## config.mk

```make
export PLATFORM = sky130hd
export DESIGN_NAME = mq_arithmetic_decoder_core_flat
export DESIGN_NICKNAME = d
export VERILOG_FILES = /design/src/hw/rtl/mqd_pkg.sv /design/src/hw/rtl/mqd_req_if.sv /design/src/hw/rtl/mqd_rsp_if.sv /design/src/hw/rtl/mq_arithmetic_decoder_core.sv /design/src/flat_wrapper.sv
export SDC_FILE = /design/constraint.sdc
export NUM_CORES = 1
export LEC_CHECK = 0
export ABC_AREA = 1
export BUFFER_PORTS_ARGS = -buffer_cell sky130_fd_sc_hd__buf_2
export CAP_MARGIN = 10
export CORE_UTILIZATION = 35
export DETAILED_ROUTE_END_ITERATION = 10
export PLACE_DENSITY = 0.54
export SKIP_LAST_GASP = 1
export SLEW_MARGIN = 20
export SYNTH_ARGS = -nofsm -noshare
export SYNTH_HDL_FRONTEND = slang
export SYNTH_SLANG_ARGS = --single-unit
```

## constraint.sdc

```tcl
create_clock -name clk -period 11.1 [get_ports clk]
set_input_delay 2.22 -clock clk [delete_from_list [all_inputs] [get_ports clk]]
set_output_delay 2.22 -clock clk [all_outputs]
set_load 0.02 [all_outputs]
```

## src/hw/rtl/mqd_pkg.sv

```systemverilog
package mqd_pkg;

	localparam int NUM_CONTEXTS     = 19;
	localparam int BYTE_QUEUE_DEPTH = 16;
	localparam int QE_STATES        = 47;

	localparam int CTX_AW   = $clog2(NUM_CONTEXTS);
	localparam int QUEUE_AW = $clog2(BYTE_QUEUE_DEPTH);
	localparam int QUEUE_CW = $clog2(BYTE_QUEUE_DEPTH + 1);

	localparam int OP_W  = 2;
	localparam int BYTE_W = 8;
	localparam int CX_W  = 5;

	localparam logic [OP_W-1:0] OP_PUSH   = 2'd0;
	localparam logic [OP_W-1:0] OP_START  = 2'd1;
	localparam logic [OP_W-1:0] OP_DECODE = 2'd2;
	localparam logic [OP_W-1:0] OP_RESET  = 2'd3;

	localparam logic [15:0] INTERVAL_INIT = 16'h8000;
	localparam logic [31:0] FEED_ONES     = 32'h0000_FF00;
	localparam logic [7:0]  BYTE_STUFF    = 8'hFF;
	localparam logic [7:0]  MARKER_LIMIT  = 8'h8F;
	localparam logic [5:0]  LAST_STATE    = 6'd46;

	typedef struct packed {
		logic [15:0] q;
		logic [5:0]  on_mps;
		logic [5:0]  on_lps;
		logic        flip;
	} qe_row_t;

	function automatic qe_row_t qe_lookup(input logic [5:0] st);
		qe_row_t r;
		case (st)
			6'd0:  r = '{16'h5601, 6'd1,  6'd1,  1'b1};
			6'd1:  r = '{16'h3401, 6'd2,  6'd6,  1'b0};
			6'd2:  r = '{16'h1801, 6'd3,  6'd9,  1'b0};
			6'd3:  r = '{16'h0AC1, 6'd4,  6'd12, 1'b0};
			6'd4:  r = '{16'h0521, 6'd5,  6'd29, 1'b0};
			6'd5:  r = '{16'h0221, 6'd38, 6'd33, 1'b0};
			6'd6:  r = '{16'h5601, 6'd7,  6'd6,  1'b1};
			6'd7:  r = '{16'h5401, 6'd8,  6'd14, 1'b0};
			6'd8:  r = '{16'h4801, 6'd9,  6'd14, 1'b0};
			6'd9:  r = '{16'h3801, 6'd10, 6'd14, 1'b0};
			6'd10: r = '{16'h3001, 6'd11, 6'd17, 1'b0};
			6'd11: r = '{16'h2401, 6'd12, 6'd18, 1'b0};
			6'd12: r = '{16'h1C01, 6'd13, 6'd20, 1'b0};
			6'd13: r = '{16'h1601, 6'd29, 6'd21, 1'b0};
			6'd14: r = '{16'h5601, 6'd15, 6'd14, 1'b1};
			6'd15: r = '{16'h5401, 6'd16, 6'd14, 1'b0};
			6'd16: r = '{16'h5101, 6'd17, 6'd15, 1'b0};
			6'd17: r = '{16'h4801, 6'd18, 6'd16, 1'b0};
			6'd18: r = '{16'h3801, 6'd19, 6'd17, 1'b0};
			6'd19: r = '{16'h3401, 6'd20, 6'd18, 1'b0};
			6'd20: r = '{16'h3001, 6'd21, 6'd19, 1'b0};
			6'd21: r = '{16'h2801, 6'd22, 6'd19, 1'b0};
			6'd22: r = '{16'h2401, 6'd23, 6'd20, 1'b0};
			6'd23: r = '{16'h2201, 6'd24, 6'd21, 1'b0};
			6'd24: r = '{16'h1C01, 6'd25, 6'd22, 1'b0};
			6'd25: r = '{16'h1801, 6'd26, 6'd23, 1'b0};
			6'd26: r = '{16'h1601, 6'd27, 6'd24, 1'b0};
			6'd27: r = '{16'h1401, 6'd28, 6'd25, 1'b0};
			6'd28: r = '{16'h1201, 6'd29, 6'd26, 1'b0};
			6'd29: r = '{16'h1101, 6'd30, 6'd27, 1'b0};
			6'd30: r = '{16'h0AC1, 6'd31, 6'd28, 1'b0};
			6'd31: r = '{16'h09C1, 6'd32, 6'd29, 1'b0};
			6'd32: r = '{16'h08A1, 6'd33, 6'd30, 1'b0};
			6'd33: r = '{16'h0521, 6'd34, 6'd31, 1'b0};
			6'd34: r = '{16'h0441, 6'd35, 6'd32, 1'b0};
			6'd35: r = '{16'h02A1, 6'd36, 6'd33, 1'b0};
			6'd36: r = '{16'h0221, 6'd37, 6'd34, 1'b0};
			6'd37: r = '{16'h0141, 6'd38, 6'd35, 1'b0};
			6'd38: r = '{16'h0111, 6'd39, 6'd36, 1'b0};
			6'd39: r = '{16'h0085, 6'd40, 6'd37, 1'b0};
			6'd40: r = '{16'h0049, 6'd41, 6'd38, 1'b0};
			6'd41: r = '{16'h0025, 6'd42, 6'd39, 1'b0};
			6'd42: r = '{16'h0015, 6'd43, 6'd40, 1'b0};
			6'd43: r = '{16'h0009, 6'd44, 6'd41, 1'b0};
			6'd44: r = '{16'h0005, 6'd45, 6'd42, 1'b0};
			6'd45: r = '{16'h0001, 6'd45, 6'd43, 1'b0};
			default: r = '{16'h5601, 6'd46, 6'd46, 1'b0};
		endcase
		return r;
	endfunction

	// probability state that a context takes after a table reset
	function automatic logic [5:0] ctx_reset_state(input int idx);
		logic [5:0] s;
		case (idx)
			0:       s = 6'd4;
			17:      s = 6'd3;
			18:      s = 6'd46;
			default: s = 6'd0;
		endcase
		return s;
	endfunction

endpackage

```

## src/hw/rtl/mqd_req_if.sv

```systemverilog
interface mqd_req_if;
	logic                         valid;
	logic                         ready;
	logic [mqd_pkg::OP_W-1:0]     op;
	logic [mqd_pkg::BYTE_W-1:0]   byte_value;
	logic [mqd_pkg::CX_W-1:0]     context_index;

	modport source(output valid, output op, output byte_value, output context_index,
		input ready);
	modport sink(input valid, input op, input byte_value, input context_index,
		output ready);
endinterface

```

## src/hw/rtl/mqd_rsp_if.sv

```systemverilog
interface mqd_rsp_if;
	logic valid;
	logic ready;
	logic decision;
	logic end_seen;

	modport source(output valid, output decision, output end_seen, input ready);
	modport sink(input valid, input decision, input end_seen, output ready);
endinterface

```

## src/hw/rtl/mq_arithmetic_decoder_core.sv

```systemverilog
// channel  dir  payload                             role
// req      in   op, byte_value, context_index       operations and code bytes
// rsp      out  decision, end_seen                  one transaction per decode
//
// push and reset-contexts finish on acceptance; start runs two byte-insertion steps, S_INIT1 and S_INIT2
// decode runs S_DEC1, S_DEC2 (skipped for a context beyond the table), one S_RENORM
// step per shift (1 to 16, or none) and S_EMIT, which loads the output register
// req.ready is high only while the sequencer is idle; the output register lets
// a new transaction in while a decision waits on rsp.ready
// arst_n resets all control state and loads the context table's reset states; no clearing pass
module mq_arithmetic_decoder_core (
	input  logic       clk,
	input  logic       arst_n,
	mqd_req_if.sink    req,
	mqd_rsp_if.source  rsp
);

	localparam logic [2:0] S_IDLE   = 3'd0;
	localparam logic [2:0] S_INIT1  = 3'd1;
	localparam logic [2:0] S_INIT2  = 3'd2;
	localparam logic [2:0] S_DEC1   = 3'd3;
	localparam logic [2:0] S_DEC2   = 3'd4;
	localparam logic [2:0] S_RENORM = 3'd5;
	localparam logic [2:0] S_EMIT   = 3'd6;

	localparam int CTX_IDX_W = mqd_pkg::CTX_AW;

	logic [2:0]  state_q;
	logic [15:0] a_q;
	logic [31:0] c_q;
	logic [3:0]  ct_q;
	logic [7:0]  prev_q;
	logic        end_q;
	logic [3:0]  rn_cnt_q;

	logic [5:0]  ctx_st_q  [mqd_pkg::NUM_CONTEXTS];
	logic        ctx_mps_q [mqd_pkg::NUM_CONTEXTS];

	logic [7:0]                   queue_q [mqd_pkg::BYTE_QUEUE_DEPTH];
	logic [mqd_pkg::QUEUE_AW-1:0] head_q;
	logic [mqd_pkg::QUEUE_CW-1:0] count_q;

	logic [mqd_pkg::CX_W-1:0] cx_q;
	mqd_pkg::qe_row_t         row_q;
	logic                     mps_q;
	logic                     dec_q;

	logic out_valid_q;
	logic out_dec_q;
	logic out_end_q;

	logic                         accept;
	logic                         push_en;
	logic                         pop_en;
	logic [mqd_pkg::QUEUE_AW:0]   tail_sum;
	logic [mqd_pkg::QUEUE_AW-1:0] tail;
	logic [mqd_pkg::QUEUE_AW:0]   head_sum;
	logic [mqd_pkg::QUEUE_AW-1:0] head_next;
	logic                         have_byte;
	logic [7:0]                   hb;

	logic [31:0] bi_c;
	logic [3:0]  bi_ct;
	logic [7:0]  bi_prev;
	logic        bi_end;
	logic        bi_pop;

	logic [CTX_IDX_W-1:0] ctx_idx;
	logic                 cx_ok;
	logic [5:0]           st_clamped;

	logic [15:0] a_sub;
	logic        c_low;
	logic        pick_lps;
	logic        need_rn;

	logic        rn_insert;
	logic [31:0] rn_c;
	logic [3:0]  rn_ct;
	logic [15:0] rn_a;
	logic        out_free;

	assign accept    = req.valid && req.ready;
	assign req.ready = (state_q == S_IDLE);
	assign have_byte = (count_q != '0);
	assign hb        = queue_q[head_q];
	assign out_free  = !out_valid_q || rsp.ready;

	assign push_en = accept && (req.op == mqd_pkg::OP_PUSH) &&
		(int'(count_q) < mqd_pkg::BYTE_QUEUE_DEPTH);

	always_comb begin
		tail_sum = {1'b0, head_q} + (mqd_pkg::QUEUE_AW + 1)'(count_q);
		if (int'(tail_sum) >= mqd_pkg::BYTE_QUEUE_DEPTH)
			tail_sum = tail_sum - (mqd_pkg::QUEUE_AW + 1)'(mqd_pkg::BYTE_QUEUE_DEPTH);
		tail = tail_sum[mqd_pkg::QUEUE_AW-1:0];
		head_sum = {1'b0, head_q} + (mqd_pkg::QUEUE_AW + 1)'(1);
		if (int'(head_sum) >= mqd_pkg::BYTE_QUEUE_DEPTH)
			head_sum = '0;
		head_next = head_sum[mqd_pkg::QUEUE_AW-1:0];
	end

	// byte insertion with stuffing, marker detection and end of data on an empty queue
	always_comb begin
		bi_c    = c_q + mqd_pkg::FEED_ONES;
		bi_ct   = 4'd8;
		bi_prev = prev_q;
		bi_end  = end_q;
		bi_pop  = 1'b0;
		if (!end_q) begin
			if (!have_byte) begin
				bi_end = 1'b1;
			end else if (prev_q == mqd_pkg::BYTE_STUFF) begin
				if (hb > mqd_pkg::MARKER_LIMIT) begin
					bi_end = 1'b1;
				end else begin
					bi_c    = c_q + {15'b0, hb, 9'b0};
					bi_ct   = 4'd7;
					bi_prev = hb;
					bi_pop  = 1'b1;
				end
			end else begin
				bi_c    = c_q + {16'b0, hb, 8'b0};
				bi_prev = hb;
				bi_pop  = 1'b1;
			end
		end
	end

	assign rn_insert = (ct_q == 4'd0);
	assign rn_c      = (rn_insert ? bi_c : c_q) << 1;
	assign rn_ct     = (rn_insert ? bi_ct : ct_q) - 4'd1;
	assign rn_a      = a_q << 1;

	always_comb begin
		pop_en = 1'b0;
		case (state_q)
			S_INIT1:  pop_en = have_byte;
			S_INIT2:  pop_en = bi_pop;
			S_RENORM: pop_en = rn_insert && bi_pop;
			default:  pop_en = 1'b0;
		endcase
	end

	assign ctx_idx    = CTX_IDX_W'(cx_q);
	assign cx_ok      = int'(cx_q) < mqd_pkg::NUM_CONTEXTS;
	assign st_clamped = (int'(ctx_st_q[ctx_idx]) >= mqd_pkg::QE_STATES) ?
		mqd_pkg::LAST_STATE : ctx_st_q[ctx_idx];

	// interval subtract and the conditional exchange
	assign a_sub    = a_q - row_q.q;
	assign c_low    = c_q[31:16] < row_q.q;
	assign pick_lps = c_low ? !(a_sub < row_q.q) : (a_sub < row_q.q);
	assign need_rn  = c_low || !a_sub[15];

	always_ff @(posedge clk or negedge arst_n) begin
		if (!arst_n) begin
			state_q  <= S_IDLE;
			a_q      <= mqd_pkg::INTERVAL_INIT;
			c_q      <= '0;
			ct_q     <= '0;
			prev_q   <= '0;
			end_q    <= 1'b0;
			rn_cnt_q <= '0;
			head_q   <= '0;
			count_q  <= '0;
			for (int i = 0; i < mqd_pkg::NUM_CONTEXTS; i++) begin
				ctx_st_q[i]  <= mqd_pkg::ctx_reset_state(i);
				ctx_mps_q[i] <= 1'b0;
			end
		end else begin
			if (push_en)
				count_q <= count_q + 1'b1;
			else if (pop_en)
				count_q <= count_q - 1'b1;
			if (pop_en)
				head_q <= head_next;

			case (state_q)
				S_IDLE: begin
					if (accept) begin
						case (req.op)
							mqd_pkg::OP_START:  state_q <= S_INIT1;
							mqd_pkg::OP_DECODE: state_q <= S_DEC1;
							mqd_pkg::OP_RESET: begin
								for (int i = 0; i < mqd_pkg::NUM_CONTEXTS; i++) begin
									ctx_st_q[i]  <= mqd_pkg::ctx_reset_state(i);
									ctx_mps_q[i] <= 1'b0;
								end
							end
							default: state_q <= S_IDLE;
						endcase
					end
				end
				S_INIT1: begin
					if (have_byte) begin
						prev_q <= hb;
						c_q    <= {8'b0, hb, 16'b0};
					end else begin
						end_q  <= 1'b1;
						prev_q <= mqd_pkg::BYTE_STUFF;
						c_q    <= {8'b0, mqd_pkg::BYTE_STUFF, 16'b0};
					end
					state_q <= S_INIT2;
				end
				S_INIT2: begin
					c_q     <= bi_c << 7;
					ct_q    <= bi_ct - 4'd7;
					prev_q  <= bi_prev;
					end_q   <= bi_end;
					a_q     <= mqd_pkg::INTERVAL_INIT;
					state_q <= S_IDLE;
				end
				S_DEC1: begin
					if (cx_ok) begin
						state_q <= S_DEC2;
					end else begin
						dec_q   <= 1'b0;
						state_q <= S_EMIT;
					end
				end
				S_DEC2: begin
					rn_cnt_q <= '0;
					if (c_low) begin
						a_q <= row_q.q;
					end else begin
						a_q <= a_sub;
						c_q <= c_q - {row_q.q, 16'b0};
					end
					if (need_rn) begin
						if (pick_lps) begin
							dec_q              <= !mps_q;
							ctx_mps_q[ctx_idx] <= mps_q ^ row_q.flip;
							ctx_st_q[ctx_idx]  <= row_q.on_lps;
						end else begin
							dec_q             <= mps_q;
							ctx_st_q[ctx_idx] <= row_q.on_mps;
						end
						state_q <= S_RENORM;
					end else begin
						dec_q   <= mps_q;
						state_q <= S_EMIT;
					end
				end
				S_RENORM: begin
					if (rn_insert) begin
						prev_q <= bi_prev;
						end_q  <= bi_end;
					end
					a_q      <= rn_a;
					c_q      <= rn_c;
					ct_q     <= rn_ct;
					rn_cnt_q <= rn_cnt_q + 4'd1;
					if (rn_a[15] || rn_cnt_q == 4'd15)
						state_q <= S_EMIT;
				end
				S_EMIT: begin
					if (out_free)
						state_q <= S_IDLE;
				end
				default: state_q <= S_IDLE;
			endcase
		end
	end

	// payload registers
	always_ff @(posedge clk) begin
		if (push_en)
			queue_q[tail] <= req.byte_value;
		if (accept)
			cx_q <= req.context_index;
		if (state_q == S_DEC1) begin
			row_q <= mqd_pkg::qe_lookup(st_clamped);
			mps_q <= ctx_mps_q[ctx_idx];
		end
		if (state_q == S_EMIT && out_free) begin
			out_dec_q <= dec_q;
			out_end_q <= end_q;
		end
	end

	always_ff @(posedge clk or negedge arst_n) begin
		if (!arst_n) begin
			out_valid_q <= 1'b0;
		end else if (state_q == S_EMIT && out_free) begin
			out_valid_q <= 1'b1;
		end else if (rsp.ready) begin
			out_valid_q <= 1'b0;
		end
	end

	assign rsp.valid    = out_valid_q;
	assign rsp.decision = out_dec_q;
	assign rsp.end_seen = out_end_q;

	a_queue_bound: assert property (@(posedge clk) disable iff (!arst_n)
		int'(count_q) <= mqd_pkg::BYTE_QUEUE_DEPTH)
		else $error("byte queue count beyond depth");

	a_bit_count: assert property (@(posedge clk) disable iff (!arst_n)
		ct_q <= 4'd8)
		else $error("bit counter out of range");

	a_renorm_interval: assert property (@(posedge clk) disable iff (!arst_n)
		state_q == S_RENORM |-> a_q != 16'h0000)
		else $error("renormalisation on an empty interval");

	a_decode_start: assert property (@(posedge clk) disable iff (!arst_n)
		accept && req.op == mqd_pkg::OP_DECODE |=> state_q == S_DEC1)
		else $error("decode transaction did not start the sequencer");

	a_emit_hold: assert property (@(posedge clk) disable iff (!arst_n)
		state_q == S_EMIT && !out_free |=> state_q == S_EMIT && out_valid_q)
		else $error("decision lost while output register busy");

endmodule

```

## src/flat_wrapper.sv

```systemverilog
// flat-port wrapper written by rule: the top's interface ports become plain ports
module mq_arithmetic_decoder_core_flat 
  (clk, arst_n, req_valid, req_op, req_byte_value, req_context_index, req_ready, rsp_valid, rsp_decision, rsp_end_seen, rsp_ready);
  mqd_req_if req_i ();
  mqd_rsp_if rsp_i ();
  input  logic clk;
  input  logic arst_n;
  input wire logic [$bits(req_i.valid)-1:0] req_valid;
  input wire logic [$bits(req_i.op)-1:0] req_op;
  input wire logic [$bits(req_i.byte_value)-1:0] req_byte_value;
  input wire logic [$bits(req_i.context_index)-1:0] req_context_index;
  output wire logic [$bits(req_i.ready)-1:0] req_ready;
  output wire logic [$bits(rsp_i.valid)-1:0] rsp_valid;
  output wire logic [$bits(rsp_i.decision)-1:0] rsp_decision;
  output wire logic [$bits(rsp_i.end_seen)-1:0] rsp_end_seen;
  input wire logic [$bits(rsp_i.ready)-1:0] rsp_ready;
  assign req_i.valid = req_valid;
  assign req_i.op = req_op;
  assign req_i.byte_value = req_byte_value;
  assign req_i.context_index = req_context_index;
  assign req_ready = req_i.ready;
  assign rsp_valid = rsp_i.valid;
  assign rsp_decision = rsp_i.decision;
  assign rsp_end_seen = rsp_i.end_seen;
  assign rsp_i.ready = rsp_ready;
  mq_arithmetic_decoder_core u_core (.clk(clk), .arst_n(arst_n), .req(req_i), .rsp(rsp_i));
endmodule
```

==> out/metrics.yaml <==
hold_buffers: 0
via_per_inst: 5.44
synth-edff-count: 163
layout_common_cells: "812 x nand2_1, 286 x inv_1, 227 x nand3_1, 225 x o21ai_0, 193 x dfrtp_1"
multi_input_area_sq_um: 10200
seq_area_frac_synth_pct: 45.9
crit_type: "reg -> reg"
synth_top_cell_area_share_pct: 22.5
antenna_found_initial: 1
grt_first_pass_wirelength_um: 107000
mostFrequentLayoutCell: "nand2_1"
crit_start: "u_core.head_q[0]"
cp-start-kind: "flop"
wl_met3_um: 3970
arrival_ps: 5810
fillers: 6195
regArea_sq_um: 9960
crit_top_cell: "nand2_1"
drt_iter0_drc: 1945
postPlaceCellArea_sq_um: 22500
syn-num-nets: 2840
worst_pin_slew_ps: 1120
routed.top_layer: "met4"
chipWidth_um: 251
skew_ps: 34.0
path_clk_slew_ps: 60
yosys_warnings: 0
postSynthCellCount: 2732
area_growth_pct: 10.3
dr_wl_met2_um: 29800
path_max_fanout: 57
rows: 90
p_total_w: 0.00603
final_net_count: 2827
rr_startpoint: "u_core.head_q[0]"
syn_area_sq_um: 21700
wl_met1_um: 31900
postCtsSetupBuffers: 0
drive_gt1_share_pct: 5.96
dpl.hpwl_um: 47000
grt_util_all_layers_pct: 21.5
r2r_cells: 21
clockRootBuffer: "clkbuf_16"
route.vias.total: 19300
fin_crit_ps: 5340
ys_seq_elements: 365
max_stage_delay_ps: 710
ant_nets: 0
fin_util_pct: 39.4
outcome: "completed"
drc: 0
clock_sinks: 365
start_util_pct: 35.7
synth.area.top_cells: "edfxtp_1 23%, dfrtp_1 22%, nand2_1 14%, nand3_1 5.2%, o21ai_0 5.2%"
globalplace.congestion: 0.961
crit_end: "u_core.c_q[29]"
drv_cap: 0
yosys_most_used_dff: "dfrtp_1"
fin_ws_ps: 5760
worstReg2RegEnd: "u_core.c_q[29]"
p_leak_nw: 10.8
final_hold_viol_count: 0
rrSetupSlack_ps: 5760
grt_pass1_vias: 18500
setup_tns_ps: 0
die-area_sq_um: 63000
cp.required_ps: 11570
post_cts_resized: 0
grt_max_degree: 76
cts_max_path_buffers: 3
setup_violations: 0
core_sq_um: 60800
max-vdd-ir-drop_v: 0.000144
slew_headroom_pct: 25.5
syn_avg_cell_area_sq_um: 7.95
rsz0062_at_grt: "false"
drv_slew: 0
fin_crit_sh_pct: 48.1
post_drt_wl_per_cell_um: 19.1
clock_latency_ps: 610
die_h_um: 251
h-tree-depth: 2
endpoint_kind: "flop"
worstPathCellList: "buf_4, inv_2, nand2_1, o221ai_1, a21oi_1, o21ai_0, nand2_1, ha_1, nand3_1, nand3_1, nand2_1, nand3_1, a21boi_0, nor2_1, xor2_1, o21ai_0, nand2_1, nand3_1, nand3b_1, nand2_1, nand2_1"
async_flop_share_pct: 55.3
hold_path_class: "reg -> reg"
crit_slowest_cell: "inv_2"
yosys.area.top_type: "edfxtp_1"
dr.pass1.iters: 7
p_per_area_nw_per_um2: 252
fmax_mhz: 187
final_area_sq_um: 24000
synthDistinctLibCells: 56
overflow: 0
wl_um: 67500
io_pins: 23
cts_tree: "yes"
cts-buffers-inserted: 41
portBuffers: 22
dp_slack_ps: 5870
## area by class of cell
cell class                 instances  area share [%]
antenna                            2          0.0209
clock buffer                      53            4.77
clock inverter                    23            1.20
inverter                         301            4.72
multi-input combinational       1970            42.6
sequential                       365            41.6
tap                              782            4.08
timing repair buffer              40            1.06
## critical path: cells and delay by family (launching register included)
family	cells	cell delay, ps
simple gates	12	2000
compound gates	5	1200
buf+inv	2	1020
flops	1	390
fa+ha+maj	1	380
xor+xnor	1	160
## metrics by stage
stage | hold slack [ps] | std cells
finish | 473 | 3536
global route | 495 | 3535
CTS | 473 | 3534
detailed placement | 459 | 3458
global placement | 454 | 3458
floorplan | 400 | 2732
## worst min-delay path by stage
stage,start,to,slack [ps],cells past startpoint
global placement,u_core.ctx_mps_q[11],u_core.ctx_mps_q[11],450,2
detailed placement,u_core.ctx_mps_q[2],u_core.ctx_mps_q[2],460,2
global route,u_core.ctx_st_q[110],u_core.ctx_st_q[110],490,2
finish,u_core.ctx_mps_q[2],u_core.ctx_mps_q[2],470,2
floorplan,u_core.dec_q,u_core.rsp.decision,400,0
CTS,u_core.ctx_st_q[2],u_core.ctx_st_q[2],470,2
## flip-flops by register name, summed over array words and instances, names as in the netlist, 3 cells and up
| name | flops |
|---|---|
| u_core.a_q | 16 |
| u_core.c_q | 23 |
| u_core.count_q | 5 |
| u_core.ct_q | 4 |
| u_core.ctx_idx | 5 |
| u_core.ctx_mps_q | 19 |
| u_core.ctx_st_q | 114 |
| u_core.head_q | 4 |
| u_core.prev_q | 8 |
| u_core.queue_q | 128 |
| u_core.rn_cnt_q | 4 |
| u_core.row_q | 26 |
| u_core.state_q | 3 |
## layer usage
layer  vias up  global-route usage (%)
met5         -                       0
met4         0                    6.92
met3        97                    2.64
met2       630                    33.1
met1      9355                    31.1
li1       9171                       -
## synth_stat cells, types with 3 or more instances
master / instances
dfrtp_1: 194
clkbuf_2: 5
a21oi_1: 116
o211ai_1: 22
xnor2_1: 12
inv_1: 286
a221oi_1: 5
clkinv_1: 3
nand3_1: 227
ha_1: 85
nand3b_1: 11
buf_2: 32
buf_1: 5
edfxtp_1: 163
o21ai_1: 14
a21boi_0: 4
o221ai_1: 29
a31oi_1: 17
nor2_1: 151
nor2_2: 9
nand4_1: 41
a21o_1: 7
or2_2: 12
nor3_1: 20
fa_1: 4
o21a_1: 4
clkbuf_1: 45
o22ai_1: 8
inv_2: 12
nor4_1: 5
o31ai_1: 3
xor2_1: 47
o21ai_0: 225
a21oi_2: 3
o21bai_1: 3
dfstp_2: 8
buf_4: 7
a22oi_1: 50
nand2_1: 813
## cell families after synthesis
group                      count (synthesis)  share of synthesized area (%)
DFF                                      365                           45.9
adders and majority gates                 89                           5.27
xor gates and xnor gates                  59                           2.38
AOI/OAI and AO/OA                        524                           14.2
and+or+nand+nor                         1298                           25.0
buffers and inverters                    397                           7.27
## where the power goes
part,internal (W),switching (W)
logic,0.000754,0.00210
registers,0.00157,0.000170
clock network,0.000830,0.000599
total,0.00316,0.00287
Note: power is estimated with default switching activity, not from simulation.
